## src/scan_window_obstacle_stop_defines.svh

```systemverilog
// Assertion helpers used by the scan_window_obstacle_stop RTL.
`ifndef SCAN_WINDOW_OBSTACLE_STOP_DEFINES_SVH
`define SCAN_WINDOW_OBSTACLE_STOP_DEFINES_SVH

// Same-cycle implication, disabled during reset.
`define SWOS_ASSERT_IMPL(lbl, ante, cons) \
  lbl: assert property (@(posedge clk) disable iff (rst) (ante) |-> (cons)) \
    else $error("swos assertion failed");

// Next-cycle implication, disabled during reset.
`define SWOS_ASSERT_NEXT(lbl, ante, cons) \
  lbl: assert property (@(posedge clk) disable iff (rst) (ante) |=> (cons)) \
    else $error("swos assertion failed");

`endif

```

## src/swos_pkg.sv

```systemverilog
package swos_pkg;

  localparam int unsigned HALF_WINDOW_W = 22;
  localparam int unsigned DIST_W        = 16;
  localparam int unsigned FRAMES_W      = 8;
  localparam int unsigned START_W       = 23;
  localparam int unsigned STEP_W        = 18;
  localparam int unsigned ANGLE_W       = 32;
  localparam int unsigned ADDR_W        = 5;

  // register indexes, byte address = 4 * index
  localparam logic [2:0] REG_HALF_WINDOW  = 3'd0;
  localparam logic [2:0] REG_STOP_DIST    = 3'd1;
  localparam logic [2:0] REG_SLOW_DIST    = 3'd2;
  localparam logic [2:0] REG_MIN_RANGE    = 3'd3;
  localparam logic [2:0] REG_STOP_FRAMES  = 3'd4;
  localparam logic [2:0] REG_CLEAR_FRAMES = 3'd5;
  localparam logic [2:0] REG_START_ANGLE  = 3'd6;
  localparam logic [2:0] REG_ANGLE_STEP   = 3'd7;

  localparam logic [HALF_WINDOW_W-1:0] HALF_WINDOW_RST  = 22'd261799;
  localparam logic [DIST_W-1:0]        STOP_DIST_RST    = 16'd800;
  localparam logic [DIST_W-1:0]        SLOW_DIST_RST    = 16'd1500;
  localparam logic [DIST_W-1:0]        MIN_RANGE_RST    = 16'd150;
  localparam logic [FRAMES_W-1:0]      STOP_FRAMES_RST  = 8'd2;
  localparam logic [FRAMES_W-1:0]      CLEAR_FRAMES_RST = 8'd3;
  localparam logic [START_W-1:0]       START_ANGLE_RST  = 23'h501027; // -3141593
  localparam logic [STEP_W-1:0]        ANGLE_STEP_RST   = 18'd4363;

  localparam logic [1:0] ZONE_CLEAR = 2'd0;
  localparam logic [1:0] ZONE_SLOW  = 2'd1;
  localparam logic [1:0] ZONE_STOP  = 2'd2;

  // lowest bit first: stop_active, slow_zone, nearest_mm, zone_code
  typedef struct packed {
    logic [1:0]        zone_code;
    logic [DIST_W-1:0] nearest_mm;
    logic              slow_zone;
    logic              stop_active;
  } result_t;

endpackage

```

## src/scan_window_obstacle_stop.sv

```systemverilog
// Front-window obstacle stop detector. Range samples stream in on the s_ side,
// one beat per sample in scan order, with s_tlast on the final sample of a
// scan; samples are taken back to back, one per clock while s_tready is high;
// a scan's decision is registered in the result register or skid. Angles run
// from scan_start_angle in steps of angle_step; samples within +/-half_window
// that are finite and at least min_valid_range feed a running minimum. At end
// of scan the stop/clear frame counters update and the debounced stop flag is
// set or released. A two-entry result buffer keeps s_tready high while one
// result waits; only a second pending result stalls the input. Registers sit
// at byte addresses 4*index on the APB port and may be written while idle.
`include "scan_window_obstacle_stop_defines.svh"

module scan_window_obstacle_stop (
  input  logic                        clk,
  input  logic                        rst,
  // APB configuration
  input  logic                        psel,
  input  logic                        penable,
  input  logic                        pwrite,
  input  logic [swos_pkg::ADDR_W-1:0] paddr,
  input  logic [31:0]                 pwdata,
  output logic [31:0]                 prdata,
  output logic                        pready,
  // samples
  input  logic                        s_tvalid,
  output logic                        s_tready,
  input  logic [23:0]                 s_tdata,  // range_mm[15:0], range_finite[16], zero
  input  logic                        s_tlast,  // last_in_scan
  // scan results
  output logic                        m_tvalid,
  input  logic                        m_tready,
  output logic [23:0]                 m_tdata   // stop_active, slow_zone, nearest_mm,
                                                // zone_code, zero
);

  localparam int unsigned DW = swos_pkg::DIST_W;
  localparam int unsigned AW = swos_pkg::ANGLE_W;

  logic [swos_pkg::HALF_WINDOW_W-1:0] half_window;
  logic [DW-1:0]                      stop_thresh;
  logic [DW-1:0]                      slow_thresh;
  logic [DW-1:0]                      min_valid_range;
  logic [swos_pkg::FRAMES_W-1:0]      stop_frames_needed;
  logic [swos_pkg::FRAMES_W-1:0]      clear_frames_needed;
  logic [swos_pkg::START_W-1:0]       scan_start_angle;
  logic [swos_pkg::STEP_W-1:0]        angle_step;

  logic [AW-1:0]                      current_angle;
  logic [DW-1:0]                      nearest_range;
  logic                               nearest_found;
  logic [swos_pkg::FRAMES_W-1:0]      stop_count;
  logic [swos_pkg::FRAMES_W-1:0]      clear_count;
  logic                               stop_flag;

  swos_pkg::result_t                  out_reg;
  swos_pkg::result_t                  skid;
  logic                               skid_valid;

  logic                               cfg_wr;
  logic [2:0]                         cfg_idx;
  logic [AW-1:0]                      start_ext;
  logic [AW-1:0]                      step_ext;
  logic [AW-1:0]                      angle_mag;
  logic                               in_window;
  logic                               sample_ok;
  logic [DW-1:0]                      range_mm;
  logic                               range_finite;
  logic                               s_accept;
  logic                               res_new;
  logic                               pop;
  logic [DW-1:0]                      nearest_range_next;
  logic                               nearest_found_next;
  logic                               slow;
  logic                               cand;
  logic [swos_pkg::FRAMES_W-1:0]      stop_count_next;
  logic [swos_pkg::FRAMES_W-1:0]      clear_count_next;
  logic [swos_pkg::FRAMES_W-1:0]      need_stop;
  logic [swos_pkg::FRAMES_W-1:0]      need_clear;
  logic                               stop_flag_next;
  swos_pkg::result_t                  res;

  assign pready   = 1'b1;
  assign cfg_wr   = psel && penable && pwrite && pready;
  assign cfg_idx  = paddr[4:2];

  always_comb begin
    case (cfg_idx)
      swos_pkg::REG_HALF_WINDOW:  prdata = {10'd0, half_window};
      swos_pkg::REG_STOP_DIST:    prdata = {16'd0, stop_thresh};
      swos_pkg::REG_SLOW_DIST:    prdata = {16'd0, slow_thresh};
      swos_pkg::REG_MIN_RANGE:    prdata = {16'd0, min_valid_range};
      swos_pkg::REG_STOP_FRAMES:  prdata = {24'd0, stop_frames_needed};
      swos_pkg::REG_CLEAR_FRAMES: prdata = {24'd0, clear_frames_needed};
      swos_pkg::REG_START_ANGLE:  prdata = {9'd0, scan_start_angle};
      swos_pkg::REG_ANGLE_STEP:   prdata = {14'd0, angle_step};
      default:                    prdata = 32'd0;
    endcase
  end

  assign start_ext = {{(AW - swos_pkg::START_W){scan_start_angle[swos_pkg::START_W-1]}},
                      scan_start_angle};
  assign step_ext  = {{(AW - swos_pkg::STEP_W){angle_step[swos_pkg::STEP_W-1]}},
                      angle_step};

  assign range_mm     = s_tdata[15:0];
  assign range_finite = s_tdata[16];
  assign s_tready     = !skid_valid;
  assign s_accept     = s_tvalid && s_tready;
  assign res_new      = s_accept && s_tlast;
  assign pop          = m_tvalid && m_tready;

  // most negative angle keeps its pattern and falls outside any window
  assign angle_mag = current_angle[AW-1] ? (~current_angle + 32'd1) : current_angle;
  assign in_window = angle_mag <= {{(AW - swos_pkg::HALF_WINDOW_W){1'b0}}, half_window};
  assign sample_ok = in_window && range_finite && (range_mm >= min_valid_range);

  always_comb begin
    nearest_range_next = nearest_range;
    nearest_found_next = nearest_found;
    if (sample_ok) begin
      if (!nearest_found || range_mm < nearest_range) begin
        nearest_range_next = range_mm;
      end
      nearest_found_next = 1'b1;
    end

    slow = nearest_found_next && (nearest_range_next <= slow_thresh);
    cand = nearest_found_next && (nearest_range_next <= stop_thresh);

    if (cand) begin
      stop_count_next  = (stop_count == 8'hff) ? stop_count : stop_count + 8'd1;
      clear_count_next = 8'd0;
    end else begin
      clear_count_next = (clear_count == 8'hff) ? clear_count : clear_count + 8'd1;
      stop_count_next  = 8'd0;
    end

    need_stop  = (stop_frames_needed == 8'd0) ? 8'd1 : stop_frames_needed;
    need_clear = (clear_frames_needed == 8'd0) ? 8'd1 : clear_frames_needed;

    stop_flag_next = stop_flag;
    if (!stop_flag && stop_count_next >= need_stop) begin
      stop_flag_next = 1'b1;
    end else if (stop_flag && clear_count_next >= need_clear) begin
      stop_flag_next = 1'b0;
    end

    res.stop_active = stop_flag_next;
    res.slow_zone   = slow;
    res.nearest_mm  = slow ? nearest_range_next : '0;
    if (stop_flag_next) begin
      res.zone_code = swos_pkg::ZONE_STOP;
    end else if (slow) begin
      res.zone_code = swos_pkg::ZONE_SLOW;
    end else begin
      res.zone_code = swos_pkg::ZONE_CLEAR;
    end
  end

  // configuration and scan state
  always_ff @(posedge clk) begin
    if (rst) begin
      half_window         <= swos_pkg::HALF_WINDOW_RST;
      stop_thresh         <= swos_pkg::STOP_DIST_RST;
      slow_thresh         <= swos_pkg::SLOW_DIST_RST;
      min_valid_range     <= swos_pkg::MIN_RANGE_RST;
      stop_frames_needed  <= swos_pkg::STOP_FRAMES_RST;
      clear_frames_needed <= swos_pkg::CLEAR_FRAMES_RST;
      scan_start_angle    <= swos_pkg::START_ANGLE_RST;
      angle_step          <= swos_pkg::ANGLE_STEP_RST;
      current_angle       <= {{(AW - swos_pkg::START_W){swos_pkg::START_ANGLE_RST[
                               swos_pkg::START_W-1]}}, swos_pkg::START_ANGLE_RST};
      nearest_range       <= '0;
      nearest_found       <= 1'b0;
      stop_count          <= '0;
      clear_count         <= '0;
      stop_flag           <= 1'b0;
    end else if (cfg_wr) begin
      case (cfg_idx)
        swos_pkg::REG_HALF_WINDOW:  half_window <= pwdata[swos_pkg::HALF_WINDOW_W-1:0];
        swos_pkg::REG_STOP_DIST:    stop_thresh <= pwdata[DW-1:0];
        swos_pkg::REG_SLOW_DIST:    slow_thresh <= pwdata[DW-1:0];
        swos_pkg::REG_MIN_RANGE:    min_valid_range <= pwdata[DW-1:0];
        swos_pkg::REG_STOP_FRAMES:  stop_frames_needed <= pwdata[swos_pkg::FRAMES_W-1:0];
        swos_pkg::REG_CLEAR_FRAMES: clear_frames_needed <= pwdata[swos_pkg::FRAMES_W-1:0];
        swos_pkg::REG_START_ANGLE: begin
          scan_start_angle <= pwdata[swos_pkg::START_W-1:0];
          current_angle    <= {{(AW - swos_pkg::START_W){pwdata[swos_pkg::START_W-1]}},
                               pwdata[swos_pkg::START_W-1:0]};
        end
        swos_pkg::REG_ANGLE_STEP:   angle_step <= pwdata[swos_pkg::STEP_W-1:0];
        default: ;
      endcase
    end else if (s_accept) begin
      if (s_tlast) begin
        current_angle <= start_ext;
        nearest_range <= '0;
        nearest_found <= 1'b0;
        stop_count    <= stop_count_next;
        clear_count   <= clear_count_next;
        stop_flag     <= stop_flag_next;
      end else begin
        current_angle <= current_angle + step_ext;
        nearest_range <= nearest_range_next;
        nearest_found <= nearest_found_next;
      end
    end
  end

  // result register plus skid entry
  always_ff @(posedge clk) begin
    if (rst) begin
      m_tvalid   <= 1'b0;
      skid_valid <= 1'b0;
    end else if (!m_tvalid || pop) begin
      if (skid_valid) begin
        m_tvalid   <= 1'b1;
        skid_valid <= 1'b0;
      end else begin
        m_tvalid   <= res_new;
      end
    end else if (res_new) begin
      skid_valid <= 1'b1;
    end
  end

  always_ff @(posedge clk) begin
    if (!m_tvalid || pop) begin
      if (skid_valid) begin
        out_reg <= skid;
      end else if (res_new) begin
        out_reg <= res;
      end
    end else if (res_new) begin
      skid <= res;
    end
  end

  assign m_tdata = {4'd0, out_reg};

  // a result arriving behind a stalled beat must land in the skid entry
  `SWOS_ASSERT_NEXT(a_skid_catch, m_tvalid && !m_tready && res_new, skid_valid)
  // skid entry only holds data behind a full output register
  `SWOS_ASSERT_IMPL(a_skid_order, skid_valid, m_tvalid)
  // end of scan restarts the window state
  `SWOS_ASSERT_NEXT(a_scan_restart, res_new && !cfg_wr,
                    !nearest_found && current_angle == start_ext)
  // the two frame counters never run at once
  `SWOS_ASSERT_IMPL(a_count_excl, stop_count != 8'd0, clear_count == 8'd0)

endmodule

```

## config.mk

```make
export PLATFORM = sky130hd
export DESIGN_NAME = scan_window_obstacle_stop
export DESIGN_NICKNAME = d
export VERILOG_FILES = /design/src/swos_pkg.sv /design/src/scan_window_obstacle_stop.sv
export VERILOG_INCLUDE_DIRS = /design/src /design/src/src
export SDC_FILE = /design/constraint.sdc
export NUM_CORES = 1
export LEC_CHECK = 0
export BUFFER_PORTS_ARGS = -buffer_cell sky130_fd_sc_hd__buf_2
export CORE_ASPECT_RATIO = 1.5
export CORE_MARGIN = 5
export CORE_UTILIZATION = 61
export DETAILED_ROUTE_END_ITERATION = 10
export PLACE_DENSITY_LB_ADDON = 0.2
export SYNTH_ARGS = -nofsm -noshare
export SYNTH_HDL_FRONTEND = slang
export SYNTH_SLANG_ARGS = --single-unit
```

## constraint.sdc

```tcl
create_clock -name clk -period 9.3 [get_ports clk]
set_input_delay 2.325 -clock clk [delete_from_list [all_inputs] [get_ports clk]]
set_output_delay 2.325 -clock clk [all_outputs]
set_load 0.02 [all_outputs]
```

# Word-level counts from Yosys, hierarchy flattened
# Cells that the tools add are included.
[word_totals]
regBits = 235
out_inout_bits = 59
[op_classes]
add_sub_neg = 4
n_lt_le_gt_ge = 7
eq_ne = 10
mux = 25
bitwise = 3
reduce_logical = 36
[op_table]
columns = ["operator", "count"]
rows = [
  ["one-hot mux 32 bit (8 select lines)", 1],
  ["two-way mux 32 bit", 5],
  ["two-way mux 16 bit", 4],
  ["two-way mux 8 bit", 6],
  ["two-way mux 20 bit", 2],
  ["adder 32 x 1 -> 32 bit, second input constant", 1],
  ["adder 32 bit", 1],
  ["<= comparator 16 bit", 2],
  ["<= comparator 32 x 22 -> 1 bit", 1],
  ["NOT 32 bit", 1],
  ["AND reduction 2 bit", 12],
  ["adder 8 x 1 -> 8 bit, second input constant", 2],
  ["== test 8 bit, second input constant", 2],
  [">= comparator 16 bit", 1],
  [">= comparator 8 bit", 2],
  ["logical NOT 8 bit", 2],
  ["less-than comparator 16 bit", 1],
  ["== test 3 bit, second input constant", 4],
  ["logical AND 1 bit", 11],
  ["== test 3 x 2 -> 1 bit, second input constant", 2],
  ["two-way mux 1 bit", 6],
  ["logical NOT 1 bit", 4],
  ["nonzero test 2 bit", 2],
  ["== test 3 x 1 -> 1 bit, second input constant", 1],
  ["other kinds (7)", 9],
]

# Logic depth before layout (Yosys ltp)
[logic_depth]
ltp_word = 17
depth_mapped = 39
ltp_nobuf = 35

# Worst setup path after synthesis
# Ideal clock, no wire load.
[synth_timing]
kind = "input port to flip-flop"
from = "input s_tdata[6]"
to = "register out_reg (netlist bit m_tdata[19]), data pin"
setup_ns = 0.260
arrival_time_ns = 8.005
path_slack_ns = 1.035
cell_stages = 31
n_path_buf = 3
path_cell_list = "ha_1 -> and4_1 -> a2111oi_0 -> o21ai_0 -> a211o_1 -> o211ai_2 -> nor3b_4 -> and2_1 -> buf_4 -> buf_6 -> a21oi_1 -> inv_1 -> ha_1 -> a2111oi_0 -> o21ai_0 -> a221oi_1 -> a21oi_1 -> nor3_1 -> o2bb2ai_2 -> buf_4 -> nand2_1 -> ha_1 -> nand2b_1 -> a21o_1 -> a21o_1 -> a21oi_1 -> nor2b_1 -> o21ai_0 -> a21oi_1 -> o31a_1 -> mux2_2"
[synth_rtl]
columns = ["element", "line_no", "source"]
rows = [
  ["start: declaration", "scan_window_obstacle_stop.sv:27", "input logic [23:0] s_tdata,"],
  ["end signal: assignment", "scan_window_obstacle_stop.sv:230", "out_reg <= skid;"],
  ["end signal: assignment", "scan_window_obstacle_stop.sv:232", "out_reg <= res;"],
  ["end: declaration", "scan_window_obstacle_stop.sv:55", "swos_pkg::result_t out_reg;"],
]

==> qor.txt <==
Unrepaired setup endpoints after global routing: no
Overflow after GRT: 0
Required @ worst endpoint: 9560 ps
Die Area: 28400 µm²
Total wire length: 46600 µm
Synthesized instance count: 1950
Fmax: 117 MHz
Crit path buf inv count: 3
Syn-to-layout area delta: 9.55%
Worst skew pair latency: 540 ps
Synth Area per Inst: 7.86 µm²
Vias in the first global route: 14218
Ys flop type: dfxtp_1
# IOs: 128
Diodes inserted: 0
DIE WIDTH: 139 µm
EDFF count, synth: 38
Synth area leaders: dfxtp_1 25%, ha_1 11%, nand2_1 8.0%
Top delay family on crit path: compound AO/OA/AOI/OAI gates
Setup TNS: 0 ps
CP max FO: 16
CTS tree: yes
Total track usage: 0.318
First-pass GRT wire length: 74100 µm
Outcome: finished, final reports clean
Die span in y: 204 µm
Clock Root Buffer: clkbuf_16
Dpl hpwl: 33700 µm
Post-CTS Hold Buffers: 0
Yosys top cell by area: dfxtp_1
Final Instance Area: 16800 µm²
Final Cycle Share: 0.920
Max Clock Skew: 16.0 ps
Mapped Area: 15300 µm²
Row cnt: 71
Slowest library cell on the worst path: or4_1
Most frequent CP cell: o21ai_0
DR WL/cell: 20.1 µm
Placeable Area: 25000 µm²
Buffers on Ports: 95
Async set or reset register ratio after synthesis: 0
Placed inst area: 15900 µm²
Layout cells sized above 1: 0.101
Most common cell after layout, fill and taps aside: nand2_1
CP peak stage delay: 730 ps
Drt first pass iters: 5
Peak VDD IR: 0.147 mV
Unique masters post-synth: 78
Most frequent cells in the layout: 327 x nand2_1, 214 x a21oi_1, 195 x dfxtp_1
Number of nets in the layout: 2183
Fin. max-slew vios: 0
Initial antenna violation count: 0
Synth Warn #: 0
Crit path time final: 8550 ps
Vias: 14673
Hold Vio Cnt, Final: 0
PwrDens: 148 nW/µm²
Max-cap viol count: 0
Clock slew at reported path FFs: 60 ps
Total Power: 0.00249 W
Startpoint Class: register
Flop-to-flop setup slack: 750 ps
Final setup margin: 748 ps
Number of H-tree levels: 1
Avg Vias per Cell: 6.31
Place WS: 273 ps
Total clock sinks: 233
TritonCTS buffer count: 24
Initial Util: 0.614
GPL Wtd Cong: 0.980
Slew margin rel.: 0.232
CP Capture Type: register
Detailed-route DRC error count: 0
Register area share after synthesis: 0.329
#FFs+latches synth: 233
Initial DRC Count: 1277
HP Class: register to register
Leakage power: 6.89 nW
Crit Path Category: register to register
Top cell type's share of synthesized area: 0.255
Remaining antenna violation count after routing: 0
Final Setup Violations: 0
Max clock buf depth: 3
Worst Tran Pin Value: 1150 ps
Critical path arrival: 8820 ps
Largest net degree at the start of global routing: 75
worst reg2reg max path: cells and delay by family (launching register included):
| family | cells | cell delay [ps] |
|---|---|---|
| buf+inv | 3 | 560 |
| flops | 1 | 400 |
| xor+xnor | 1 | 90 |
| fa+ha+maj | 3 | 900 |
| simple gates | 8 | 2840 |
| compound gates | 17 | 3490 |
synthesized netlist by cell type, types with 17 or more instances:
cell        n
nand2_1   327
a21oi_1   214
dfxtp_1   195
ha_1      135
inv_1     133
nor2_1    121
clkbuf_1  100
o21ai_0    97
o211ai_1   61
edfxtp_1   38
nand3_1    37
mux2i_1    33
xnor2_1    31
nor3_1     29
a21o_1     26
a221oi_1   22
xor2_1     22
buf_4      18
nand2b_1   17
nand4b_1   17
o21ai_1    17
logic make-up (layout without fill, tap and decap cells):
logic type / count (synthesis) / count (layout) / share of synthesized area
and+or+nand+nor: 634 / 634 / 0.187
AOI/OAI and AO/OA: 584 / 584 / 0.242
buffers and inverters: 268 / 302 / 0.0718
DFF: 233 / 233 / 0.329
adders and majority gates: 136 / 136 / 0.112
xor gates and xnor gates: 53 / 53 / 0.0303
muxes: 40 / 40 / 0.0282
other: 2 / 14 / 0.000490
path summary, 6_finish.rpt:
| kind | startpoint | to | cells past startpoint |
|---|---|---|---|
| worst min-delay path | slow_thresh[11] | slow_thresh[11] | 2 |
| worst min register to register | slow_thresh[11] | slow_thresh[11] | 2 |
| worst max register to register | current_angle[7] | m_tdata[18] | 32 |
| worst max-delay path | current_angle[7] | m_tdata[18] | 32 |
metrics by stage:
stage                     instances  hold slack, ps  utilization
after floorplan                1962             436            -
after global placement         2280             442        0.637
after detailed placement       2280             447        0.637
after CTS                      2324             456        0.672
after global routing           2324             470        0.672
final                          2324             454        0.672
state kept, by name (all words and copies together), names as in the netlist, 8 cells and up:
name	cells
angle_step	18
nearest_range	16
clear_frames_needed	8
current_angle	32
stop_frames_needed	8
stop_count	8
m_tdata	19
skid	19
min_valid_range	16
scan_start_angle	23
slow_thresh	16
clear_count	8
half_window	22
stop_thresh	16
cell type report:
class,count,area (µm²)
fillers,2121,8180
clock inverters,13,175
well taps,328,410
flip-flops and latches,233,5040
repair buffers,124,696
multi-input cells,1461,9260
inverters,134,503
clock buffers,31,688
report_power, final:
part,internal (W),switching (W),leakage (nW)
Sequential,0.00104,0.0000266,1.90
Clock,0.000634,0.000427,0.419
Combinational,0.000127,0.000234,4.57
Total,0.00180,0.000687,6.89
repair_timing:
action                     in CTS  in global routing
gates resized for setup         0                  1
setup endpoints to repair       0                  3
buffers inserted                0                  0
per-layer routing:
metal | vias up | wire length, µm | GRT usage
li1 | 6983 | - | -
met1 | 6859 | 17500 | 0.373
met2 | 652 | 22600 | 0.549
met3 | 179 | 3410 | 0.0426
met4 | 0 | 3110 | 0.194
met5 | - | 0 | 0
(Power assumes the default switching activity.)
